## config.mk

```make
export PLATFORM = sky130hd
export DESIGN_NAME = pba_decide
export DESIGN_NICKNAME = d
export VERILOG_FILES = /design/src/rtl/pba_pkg.sv /design/src/rtl/pba_decide.sv
export SDC_FILE = /design/constraint.sdc
export NUM_CORES = 1
export LEC_CHECK = 0
export ABC_AREA = 1
export BUFFER_PORTS_ARGS = -buffer_cell sky130_fd_sc_hd__buf_4
export CORE_MARGIN = 2
export CORE_UTILIZATION = 53
export DETAILED_ROUTE_END_ITERATION = 7
export GPL_TIMING_DRIVEN = 0
export PLACE_DENSITY = 0.95
export SETUP_SLACK_MARGIN = 0.02
export SYNTH_ARGS = -nofsm -noshare
export SYNTH_HDL_FRONTEND = slang
export SYNTH_SLANG_ARGS = --single-unit
export TNS_END_PERCENT = 30
```

## constraint.sdc

```tcl
create_clock -name vclk -period 7.36
set_clock_uncertainty 0.1 [all_clocks]
set_input_delay 0.736 -clock vclk [all_inputs]
set_output_delay 0.736 -clock vclk [all_outputs]
set_load 0.03 [all_outputs]
```

## src/rtl/pba_pkg.sv

```systemverilog
// pba_pkg: shared types and constants for the page bump allocator.
// Request/response structs, status codes and default sizes.
// No dependencies.
`timescale 1ns / 1ps

package pba_pkg;

	localparam int NUM_PAGES_DEF    = 256;
	localparam int PAGE_LOG2_DEF    = 12;
	localparam int HEADER_BYTES_DEF = 48;

	localparam int ADDR_W   = 20;
	localparam int NBYTES_W = 16;
	localparam int ALIGN_W  = 4;
	localparam int THR_W    = 13;
	localparam int OBJ_W    = 10;
	// bump arithmetic: top < 2^16, align <= 2^15, nbytes < 2^16
	localparam int BUMP_W   = 18;

	localparam logic [OBJ_W-1:0]   OBJ_MAX       = 10'd1023;
	localparam logic [ALIGN_W-1:0] MIN_LOG2_ALIGN = 4'd3;
	localparam logic [THR_W-1:0]   THR_RESET     = 13'd2048;

	typedef enum logic {
		OP_ALLOC = 1'b0,
		OP_FREE  = 1'b1
	} op_t;

	typedef enum logic [2:0] {
		ST_OK           = 3'd0,
		ST_NO_PAGE      = 3'd1,
		ST_LARGE        = 3'd2,
		ST_NO_FIT       = 3'd3,
		ST_FREE_IGNORED = 3'd4,
		ST_BAD_FREE     = 3'd5
	} status_t;

	typedef struct packed {
		op_t                 op;
		logic [NBYTES_W-1:0] nbytes;
		logic [ALIGN_W-1:0]  align_exp;
		logic [ADDR_W-1:0]   free_address;
	} req_t;

	typedef struct packed {
		logic [ADDR_W-1:0] address;
		status_t           status;
		logic              page_released;
	} rsp_t;

	// write strobes and sequencing from the decision logic
	typedef struct packed {
		logic top_we;
		logic obj_we;
		logic link_we;
		logic go_retry;
		logic done;
	} ctl_t;

endpackage

```

## src/rtl/pba_decide.sv

```systemverilog
// pba_decide: combinational decision logic for one allocate or free (and its retry).
// Bump/fit arithmetic, page obtain (stack pop or fresh), free bookkeeping.
// Uses pba_pkg.
`timescale 1ns / 1ps

module pba_decide #(
	parameter int NUM_PAGES    = pba_pkg::NUM_PAGES_DEF,
	parameter int PAGE_LOG2    = pba_pkg::PAGE_LOG2_DEF,
	parameter int HEADER_BYTES = pba_pkg::HEADER_BYTES_DEF,
	localparam int PAGE_W      = (NUM_PAGES > 1) ? $clog2(NUM_PAGES) : 1,
	localparam int FRESH_W     = $clog2(NUM_PAGES + 1)
) (
	input  logic                      retry,
	input  pba_pkg::req_t             req,
	input  logic [pba_pkg::THR_W-1:0] large_threshold,
	input  logic [PAGE_LOG2-1:0]      top_rd,
	input  logic [pba_pkg::OBJ_W-1:0] obj_rd,
	input  logic [PAGE_W-1:0]         link_rd,
	input  logic [PAGE_W-1:0]         head,
	input  logic                      empty,
	input  logic [FRESH_W-1:0]        fresh,
	input  logic [PAGE_W-1:0]         cur,
	input  logic                      cur_valid,
	output logic [PAGE_W-1:0]         head_n,
	output logic                      empty_n,
	output logic [FRESH_W-1:0]        fresh_n,
	output logic [PAGE_W-1:0]         cur_n,
	output logic                      cur_valid_n,
	output logic [PAGE_W-1:0]         top_waddr,
	output logic [PAGE_LOG2-1:0]      top_wdata,
	output logic [PAGE_W-1:0]         obj_waddr,
	output logic [pba_pkg::OBJ_W-1:0] obj_wdata,
	output logic [PAGE_W-1:0]         link_waddr,
	output logic [PAGE_W-1:0]         link_wdata,
	output pba_pkg::ctl_t             ctl,
	output pba_pkg::rsp_t             rsp
);

	localparam int BW      = pba_pkg::BUMP_W;
	localparam int APG_W   = pba_pkg::ADDR_W - PAGE_LOG2;
	localparam int CMP_W   = (APG_W > FRESH_W) ? APG_W : FRESH_W;
	localparam int FULL_W  = PAGE_W + PAGE_LOG2;
	localparam logic [PAGE_LOG2-1:0] HDR = PAGE_LOG2'(HEADER_BYTES);

	logic [pba_pkg::ALIGN_W-1:0]  la;
	logic [pba_pkg::NBYTES_W-1:0] align;
	logic [BW-1:0]                amask;
	logic                         oversize;
	logic [BW-1:0]                cur_base, cur_end, hdr_base, hdr_end;
	logic                         cur_fit, hdr_fit;
	logic                         can_pop, can_fresh, got, bottom;
	logic [PAGE_W-1:0]            p_new;
	logic [PAGE_LOG2-1:0]         off;
	logic [CMP_W-1:0]             fa_pg, fresh_ext;
	logic [PAGE_W-1:0]            p_free;
	logic                         take, ok;
	logic [PAGE_W-1:0]            ok_page;
	logic [PAGE_LOG2-1:0]         ok_off;
	logic [FULL_W-1:0]            full_addr;

	assign la    = (req.align_exp < pba_pkg::MIN_LOG2_ALIGN) ? pba_pkg::MIN_LOG2_ALIGN
	                                                         : req.align_exp;
	assign align = pba_pkg::NBYTES_W'(1) << la;
	assign amask = BW'(align) - BW'(1);
	assign oversize = (req.nbytes >= pba_pkg::NBYTES_W'(large_threshold)) ||
	                  (align >= pba_pkg::NBYTES_W'(large_threshold));

	// align up, then add size; fit means end stays below the page size
	assign cur_base = (BW'(top_rd) + amask) & ~amask;
	assign cur_end  = cur_base + BW'(req.nbytes);
	assign cur_fit  = (cur_end >> PAGE_LOG2) == '0;
	assign hdr_base = (BW'(HDR) + amask) & ~amask;
	assign hdr_end  = hdr_base + BW'(req.nbytes);
	assign hdr_fit  = (hdr_end >> PAGE_LOG2) == '0;

	// page obtain: stack first, then a never-used page
	assign can_pop   = !empty;
	assign can_fresh = fresh < FRESH_W'(NUM_PAGES);
	assign got       = can_pop || can_fresh;
	assign bottom    = link_rd == head;
	assign p_new     = can_pop ? head : PAGE_W'(fresh);

	assign off       = req.free_address[PAGE_LOG2-1:0];
	assign fa_pg     = CMP_W'(req.free_address[pba_pkg::ADDR_W-1:PAGE_LOG2]);
	assign fresh_ext = CMP_W'(fresh);
	assign p_free    = PAGE_W'(fa_pg);

	assign full_addr = {ok_page, ok_off};

	always_comb begin
		head_n      = head;
		empty_n     = empty;
		fresh_n     = fresh;
		cur_n       = cur;
		cur_valid_n = cur_valid;
		top_waddr   = cur;
		top_wdata   = HDR;
		obj_waddr   = cur;
		obj_wdata   = '0;
		link_waddr  = p_new;
		link_wdata  = p_new;
		ctl         = '0;
		take        = 1'b0;
		ok          = 1'b0;
		ok_page     = cur;
		ok_off      = '0;
		rsp         = '0;
		rsp.status  = pba_pkg::ST_OK;

		if (retry) begin
			// second obtain after the first fresh/popped page was too small
			ctl.done = 1'b1;
			if (!got) begin
				rsp.status = pba_pkg::ST_NO_PAGE;
			end else begin
				take       = 1'b1;
				cur_n      = p_new;
				rsp.status = pba_pkg::ST_NO_FIT;
			end
		end else if (req.op == pba_pkg::OP_ALLOC) begin
			if (oversize) begin
				ctl.done   = 1'b1;
				rsp.status = pba_pkg::ST_LARGE;
			end else if (cur_valid && cur_fit) begin
				ctl.done = 1'b1;
				ok       = 1'b1;
				ok_page  = cur;
				ok_off   = cur_base[PAGE_LOG2-1:0];
				top_waddr  = cur;
				top_wdata  = cur_end[PAGE_LOG2-1:0];
				ctl.top_we = 1'b1;
				obj_waddr  = cur;
				obj_wdata  = (obj_rd == pba_pkg::OBJ_MAX) ? obj_rd
				                                          : obj_rd + pba_pkg::OBJ_W'(1);
				ctl.obj_we = 1'b1;
			end else if (!got) begin
				ctl.done   = 1'b1;
				rsp.status = pba_pkg::ST_NO_PAGE;
			end else begin
				take        = 1'b1;
				cur_n       = p_new;
				cur_valid_n = 1'b1;
				if (hdr_fit) begin
					ctl.done   = 1'b1;
					ok         = 1'b1;
					ok_page    = p_new;
					ok_off     = hdr_base[PAGE_LOG2-1:0];
					top_waddr  = p_new;
					top_wdata  = hdr_end[PAGE_LOG2-1:0];
					ctl.top_we = 1'b1;
					obj_waddr  = p_new;
					obj_wdata  = pba_pkg::OBJ_W'(1);
					ctl.obj_we = 1'b1;
				end else if (cur_valid) begin
					ctl.done   = 1'b1;
					rsp.status = pba_pkg::ST_NO_FIT;
				end else begin
					// no current page before: a second page is obtained in the retry pass
					ctl.go_retry = 1'b1;
				end
			end
		end else begin
			ctl.done = 1'b1;
			if (off == '0) begin
				rsp.status = pba_pkg::ST_FREE_IGNORED;
			end else if ((fa_pg >= fresh_ext) || (obj_rd == '0)) begin
				rsp.status = pba_pkg::ST_BAD_FREE;
			end else begin
				obj_waddr  = p_free;
				obj_wdata  = obj_rd - pba_pkg::OBJ_W'(1);
				ctl.obj_we = 1'b1;
				if (obj_rd == pba_pkg::OBJ_W'(1)) begin
					top_waddr         = p_free;
					top_wdata         = HDR;
					ctl.top_we        = 1'b1;
					rsp.page_released = 1'b1;
					if (!(cur_valid && (cur == p_free))) begin
						link_waddr  = p_free;
						link_wdata  = empty ? p_free : head;
						ctl.link_we = 1'b1;
						head_n      = p_free;
						empty_n     = 1'b0;
					end
				end
			end
		end

		// apply the page obtain chosen above
		if (take) begin
			if (can_pop) begin
				if (bottom) begin
					empty_n = 1'b1;
				end else begin
					head_n = link_rd;
				end
			end else begin
				fresh_n     = fresh + FRESH_W'(1);
				link_waddr  = p_new;
				link_wdata  = p_new;
				ctl.link_we = 1'b1;
				if (!ctl.top_we) begin
					top_waddr  = p_new;
					top_wdata  = HDR;
					ctl.top_we = 1'b1;
				end
				if (!ctl.obj_we) begin
					obj_waddr  = p_new;
					obj_wdata  = '0;
					ctl.obj_we = 1'b1;
				end
			end
		end

		if (ok) begin
			rsp.address = pba_pkg::ADDR_W'(full_addr);
		end
	end

endmodule
```

; Word level (Yosys, flattened, before mapping)
; Index checks and enable logic that the tools add are counted.
; Widths: inputs -> output; s select.
[totals]
ff_bits = 0
latch_bits = 0
mem_bits_rw = 0
rom_bits = 0
inputBits = 112
output_inout_bits = 110
mem_count = 0
[op_classes]
n_addsub = 8
n_mul = 0
div_mod_pow = 0
magnitude_cmp = 5
eq_ne = 4
shifts = 1
n_mux = 150
bitwise_logic = 3
reduce_logical = 10
[ops]
columns = operator, count
row1 = $mux 8, 53
row2 = $mux 12, 15
row3 = $mux 10, 10
row4 = $mux 1, 48
row5 = $add 18x16->18, 2
row6 = $and 18x18->18, 2
row7 = $logic_not 18->1, 2
row8 = $ge 16x13->1, 2
row9 = $mux 3, 8
row10 = $mux 2, 11
row11 = $mux 20, 1
row12 = $add 13x17->18, 1
row13 = $add 7x17->18 const A, 1
row14 = $mux 9, 2
row15 = $not 18->18, 1
row16 = $sub 16x1->17 const B, 1
row17 = $eq 8x8->1, 2
row18 = $shl 1x4->16 const A, 1
row19 = $logic_not 12->1, 1
row20 = $add 10x1->10 const B, 1
row21 = $eq 10x1->1 const B, 1
row22 = $eq 10x10->1 const B, 1
row23 = $logic_not 10->1, 1
row24 = $sub 10x1->10 const B, 1
row25 = 8 further kinds, 12

; Longest topological paths before layout
[depth]
word_depth = 17
ltp_mapped = 40
depth_no_buf = 39

; Worst setup path after synthesis
; OpenSTA, ideal clock, no wires.
[synth_timing]
path_type = input -> output
start = input port req[22] in the netlist's numbering
end = output port rsp[14] in the netlist's numbering
arrival_ns = 5.815
required_time_ns = 6.524
slack_ns = 0.709
cell_stages = 35
n_path_buf = 1
cell_sequence = buf_2 -> nor2_2 -> nor2_2 -> nand2_1 -> inv_1 -> nand3_1 -> nand2_1 -> nor3_1 -> xor2_1 -> inv_1 -> ha_1 -> a21oi_1 -> o221ai_1 -> nand2_1 -> nand2_1 -> a21oi_1 -> inv_1 -> a21oi_1 -> o21bai_1 -> nand2_1 -> inv_1 -> o21ai_0 -> nor2_1 -> ha_1 -> a21oi_1 -> nor3_1 -> a2111oi_0 -> nand3_1 -> nor2_2 -> nand2_4 -> nor2_4 -> inv_1 -> nor2_2 -> inv_1 -> o21ai_0
[synth_lines]
columns = element, line
row1 = "start, declared", pba_decide.sv:14  ; input pba_pkg::req_t req,
row2 = "end, declared", pba_decide.sv:36  ; output pba_pkg::rsp_t rsp

; Final worst setup path
[layout_timing]
start = input port req[23] in the netlist's numbering
end = output port top_wdata[9]
[layout_via]
elab_chain_len = 17
[layout_rtl]
columns = element, line
row1 = $lt 4x2->1, pba_decide.sv:61  ; assign la = (req.align_exp < pba_pkg::MIN_LOG2_ALIGN) ? pba_pkg::MIN_LOG2_ALIGN
row2 = $mux 4 *, pba_decide.sv:61
row3 = $shl 1x4->16 *, pba_decide.sv:63  ; assign align = pba_pkg::NBYTES_W'(1) << la;
row4 = $sub 16x1->17, pba_decide.sv:64  ; assign amask = BW'(align) - BW'(1);
row5 = $add 7x17->18 or $not 18->18 (tied branches), "pba_decide.sv:72, pba_decide.sv:69"
row6 = $and 18x18->18, pba_decide.sv:72  ; assign hdr_base = (BW'(HDR) + amask) & ~amask;
row7 = $add 18x16->18, pba_decide.sv:73  ; assign hdr_end = hdr_base + BW'(req.nbytes);
row8 = $logic_not 18->1, pba_decide.sv:74  ; assign hdr_fit = (hdr_end >> PAGE_LOG2) == '0;
row9 = $mux 12 or $mux 2 (tied branches), pba_decide.sv:143  ; if (hdr_fit) begin
row10 = $mux 12 or $mux 2 (tied branches), pba_decide.sv:136  ; end else if (!got) begin
row11 = $mux 12 or $mux 2 (tied branches), pba_decide.sv:124  ; end else if (cur_valid && cur_fit) begin
row12 = $mux 12 or $mux 2 (tied branches), pba_decide.sv:121  ; if (oversize) begin
row13 = $mux 12 or $mux 2 (tied branches), pba_decide.sv:120  ; end else if (req.op == pba_pkg::OP_ALLOC) begin
row14 = $mux 12 or $mux 4 (tied branches), pba_decide.sv:110  ; if (retry) begin
row15 = $mux 12, pba_decide.sv:201  ; if (!ctl.top_we) begin
row16 = $mux 12, pba_decide.sv:190  ; if (can_pop) begin
row17 = $mux 12 *, pba_decide.sv:189  ; if (take) begin
row18 = "end, declared", pba_decide.sv:30  ; output logic [PAGE_LOG2-1:0] top_wdata,
; Mark *: on every way between the ends. The rest lies on a longest branch, timed or not.

==> impl_results.md <==
- Mapped Cells: 1083
- Setup CP Type: in -> out
- XOR/XNOR Fraction of Synth Area: 4.95%
- Fin crit share: 95.4%
- DIE HEIGHT: 109 um
- Met2 Use GR: 67.7%
- Area grow syn2layout: 32.6%
- CP endpoint kind: output port
- WL/cell: 16.0 um
- DIE WIDTH: 109 um
- Worst Setup Start Kind: input pin
- Area post-placement: 7650 um^2
- Synth Cell Area: 5830 um^2
- GRT met3 Usage: 4.54%
- Worst-path maximum fanout: 10
- Sequential area share after synthesis: 0%
- Antenna violations before repair: 0
- Pwr Density: 77.7 nW/um^2
- Final GP Congestion: 0.991
- Gr busiest metal: met2
- Slew margin rel.: 16.5%
- Leakage power: 4.28 nW
- Critical Path Max Stage Delay: 0.34 ns
- Mux share of post-synthesis cell area: 0%
- Finished layout cell area: 7740 um^2
- Antenna Violating Nets Remaining: 0
- Most common cell in the netlist: nand2_1
- Nets: 1502
- Synth cell types: 54
- Synth warn: 0
- Total track usage: 37.0%
- Total number of vias: 8526
- 1st-iter DRT viols: 805
- Fin crit period: 7.02 ns
- Slew @ Worst Pin: 1.24 ns
- Hold/Removal Path Class: in -> out
- Cell Rows: 38
- Required time of the critical path: 6.52 ns
- Drt pass-1 iters: 6
- Post-synth top cells: nand2_1 (219), inv_1 (177), nor2_1 (143), a21oi_1 (115), ha_1 (77)
- Max_cap viols: 0
- WP buf/inv: 7
- Final worst slack: 0.338 ns
- Setup violators final: 0
- Die ar.: 11900 um^2
- Final Max Slew Viols: 0
- Final hold violations: 0
- First-pass GRT wire length: 35600 um
- Post-Synth Simple-Gate Area: 38.4%
- Flip-flop and latch area: 0 um^2
- Number of I/O port buffers: 216
- Compound-Gate Fraction of Synth Area: 24.9%
- Crit path DAT: 6.19 ns
- Crit-path slowest cell: ha_1
- Cell Count Post-Placement: 1443
- Number of remaining DRC errors: 0
- Initial Util: 54.1%
- Largest family of logic cells by synthesized area: simple AND/OR/NAND/NOR gates
- Final HPWL DP: 19300 um
- Diodes inserted: 0
- RSZ-0062 raised after global routing: yes
- Final Util: 71.7%
- Core footprint: 10800 um^2
- Outcome: finished clean
- Seq Cell Count: 0
- Maximum VDD drop: 68.8 uV
- Fraction of layout cells with a size suffix above 1: 21.6%
- Largest net degree at the start of global routing: 11
- Top-Level Pins: 222
- Critical path's top delay family: simple AND/OR/NAND/NOR gates
- Vias in the first global route: 7721
- Clock buf count: 0
- Synth area leaders: ha_1 (17%), nand2_1 (14%), inv_1 (11%), a21oi_1 (9.9%), nor2_1 (9.2%)
- Largest area contributor in the netlist: ha_1
- Fmax: 142 MHz
- Yosys top cell area share: 16.5%
- Dpl ws: -0.318 ns
- M1 GR Usage: 42.9%
- Vias per inst: 5.89
- GRT overflow: 0
- Final wirelength: 23100 um
- Post-Synth Adder-Cell Area: 17.5%
- Non-filler cells in the finished layout: 1448
- Post-synthesis average cell area: 5.39 um^2
layer usage:
metal,up-vias,share of wire [%]
met5,-,0
met4,0,5.5
met1,3783,37
met3,120,9.7
met2,562,48
li1,4061,-
layout by cell type, fill, tap and decap left out, types with 16 or more instances in the layout:
| master | instances |
|---|---|
| nor2_1 | 142 |
| o21ai_0 | 62 |
| nor3_1 | 20 |
| nand4_1 | 24 |
| clkbuf_1 | 16 |
| o22ai_1 | 17 |
| a21oi_1 | 113 |
| nand3_1 | 49 |
| xor2_1 | 29 |
| buf_4 | 224 |
| ha_1 | 76 |
| inv_1 | 176 |
| nand2_1 | 218 |
worst paths after layout:
check      from            to  cells past startpoint  slack [ns]
min    fresh[8]    fresh_n[8]                      3        1.73
max     req[23]  top_wdata[9]                     39        0.34
cell families (layout without fill, tap and decap cells):
kind of cell	after synthesis	in the layout
XOR/XNOR	33	33
other	2	6
AND/OR/NAND/NOR	509	509
buffers and inverters	210	431
AO/OA/AOI/OAI	249	249
adder cells (fa/ha/maj)	80	80
through the flow:
step	hold slack (ns)	TNS, ns	power (mW)
final	1.73	0	0.601
after global routing	1.73	0	0.654
after CTS	1.72	0	0.581
after detailed placement	1.72	-4.36	0.577
after global placement	1.73	-1.77	0.566
after floorplan	1.50	0	0.376
worst min-delay path: cells and delay by family:
kind,cells,cell delay [ns]
buffers and inverters,2,0.26
AOI/OAI and AO/OA,1,0.11
power breakdown:
| part | switching, mW | internal, mW | leakage [nW] | total [mW] |
|---|---|---|---|---|
| logic | 0.379 | 0.222 | 4.28 | 0.601 |
| clock network | 0 | 0 | 0 | 0 |
| registers | 0 | 0 | 0 | 0 |
| total | 0.379 | 0.222 | 4.28 | 0.601 |
cell type report:
cell class / instances / area [um^2]
Buffer: 28 / 141
Fill cell: 1000 / 3060
Inverter: 182 / 683
Multi-Input combinational cell: 877 / 5080
Tap cell: 140 / 175
Timing Repair Buffer: 221 / 1660
what timing repair did:
action / CTS / global route
buffers inserted: 2 / 3
pin swaps: 2 / 3
gates resized for setup: 3 / 12
hold buffers: 0 / 0
setup endpoints to repair: 66 / 83
No activity file was read; power rests on OpenSTA's default activity.
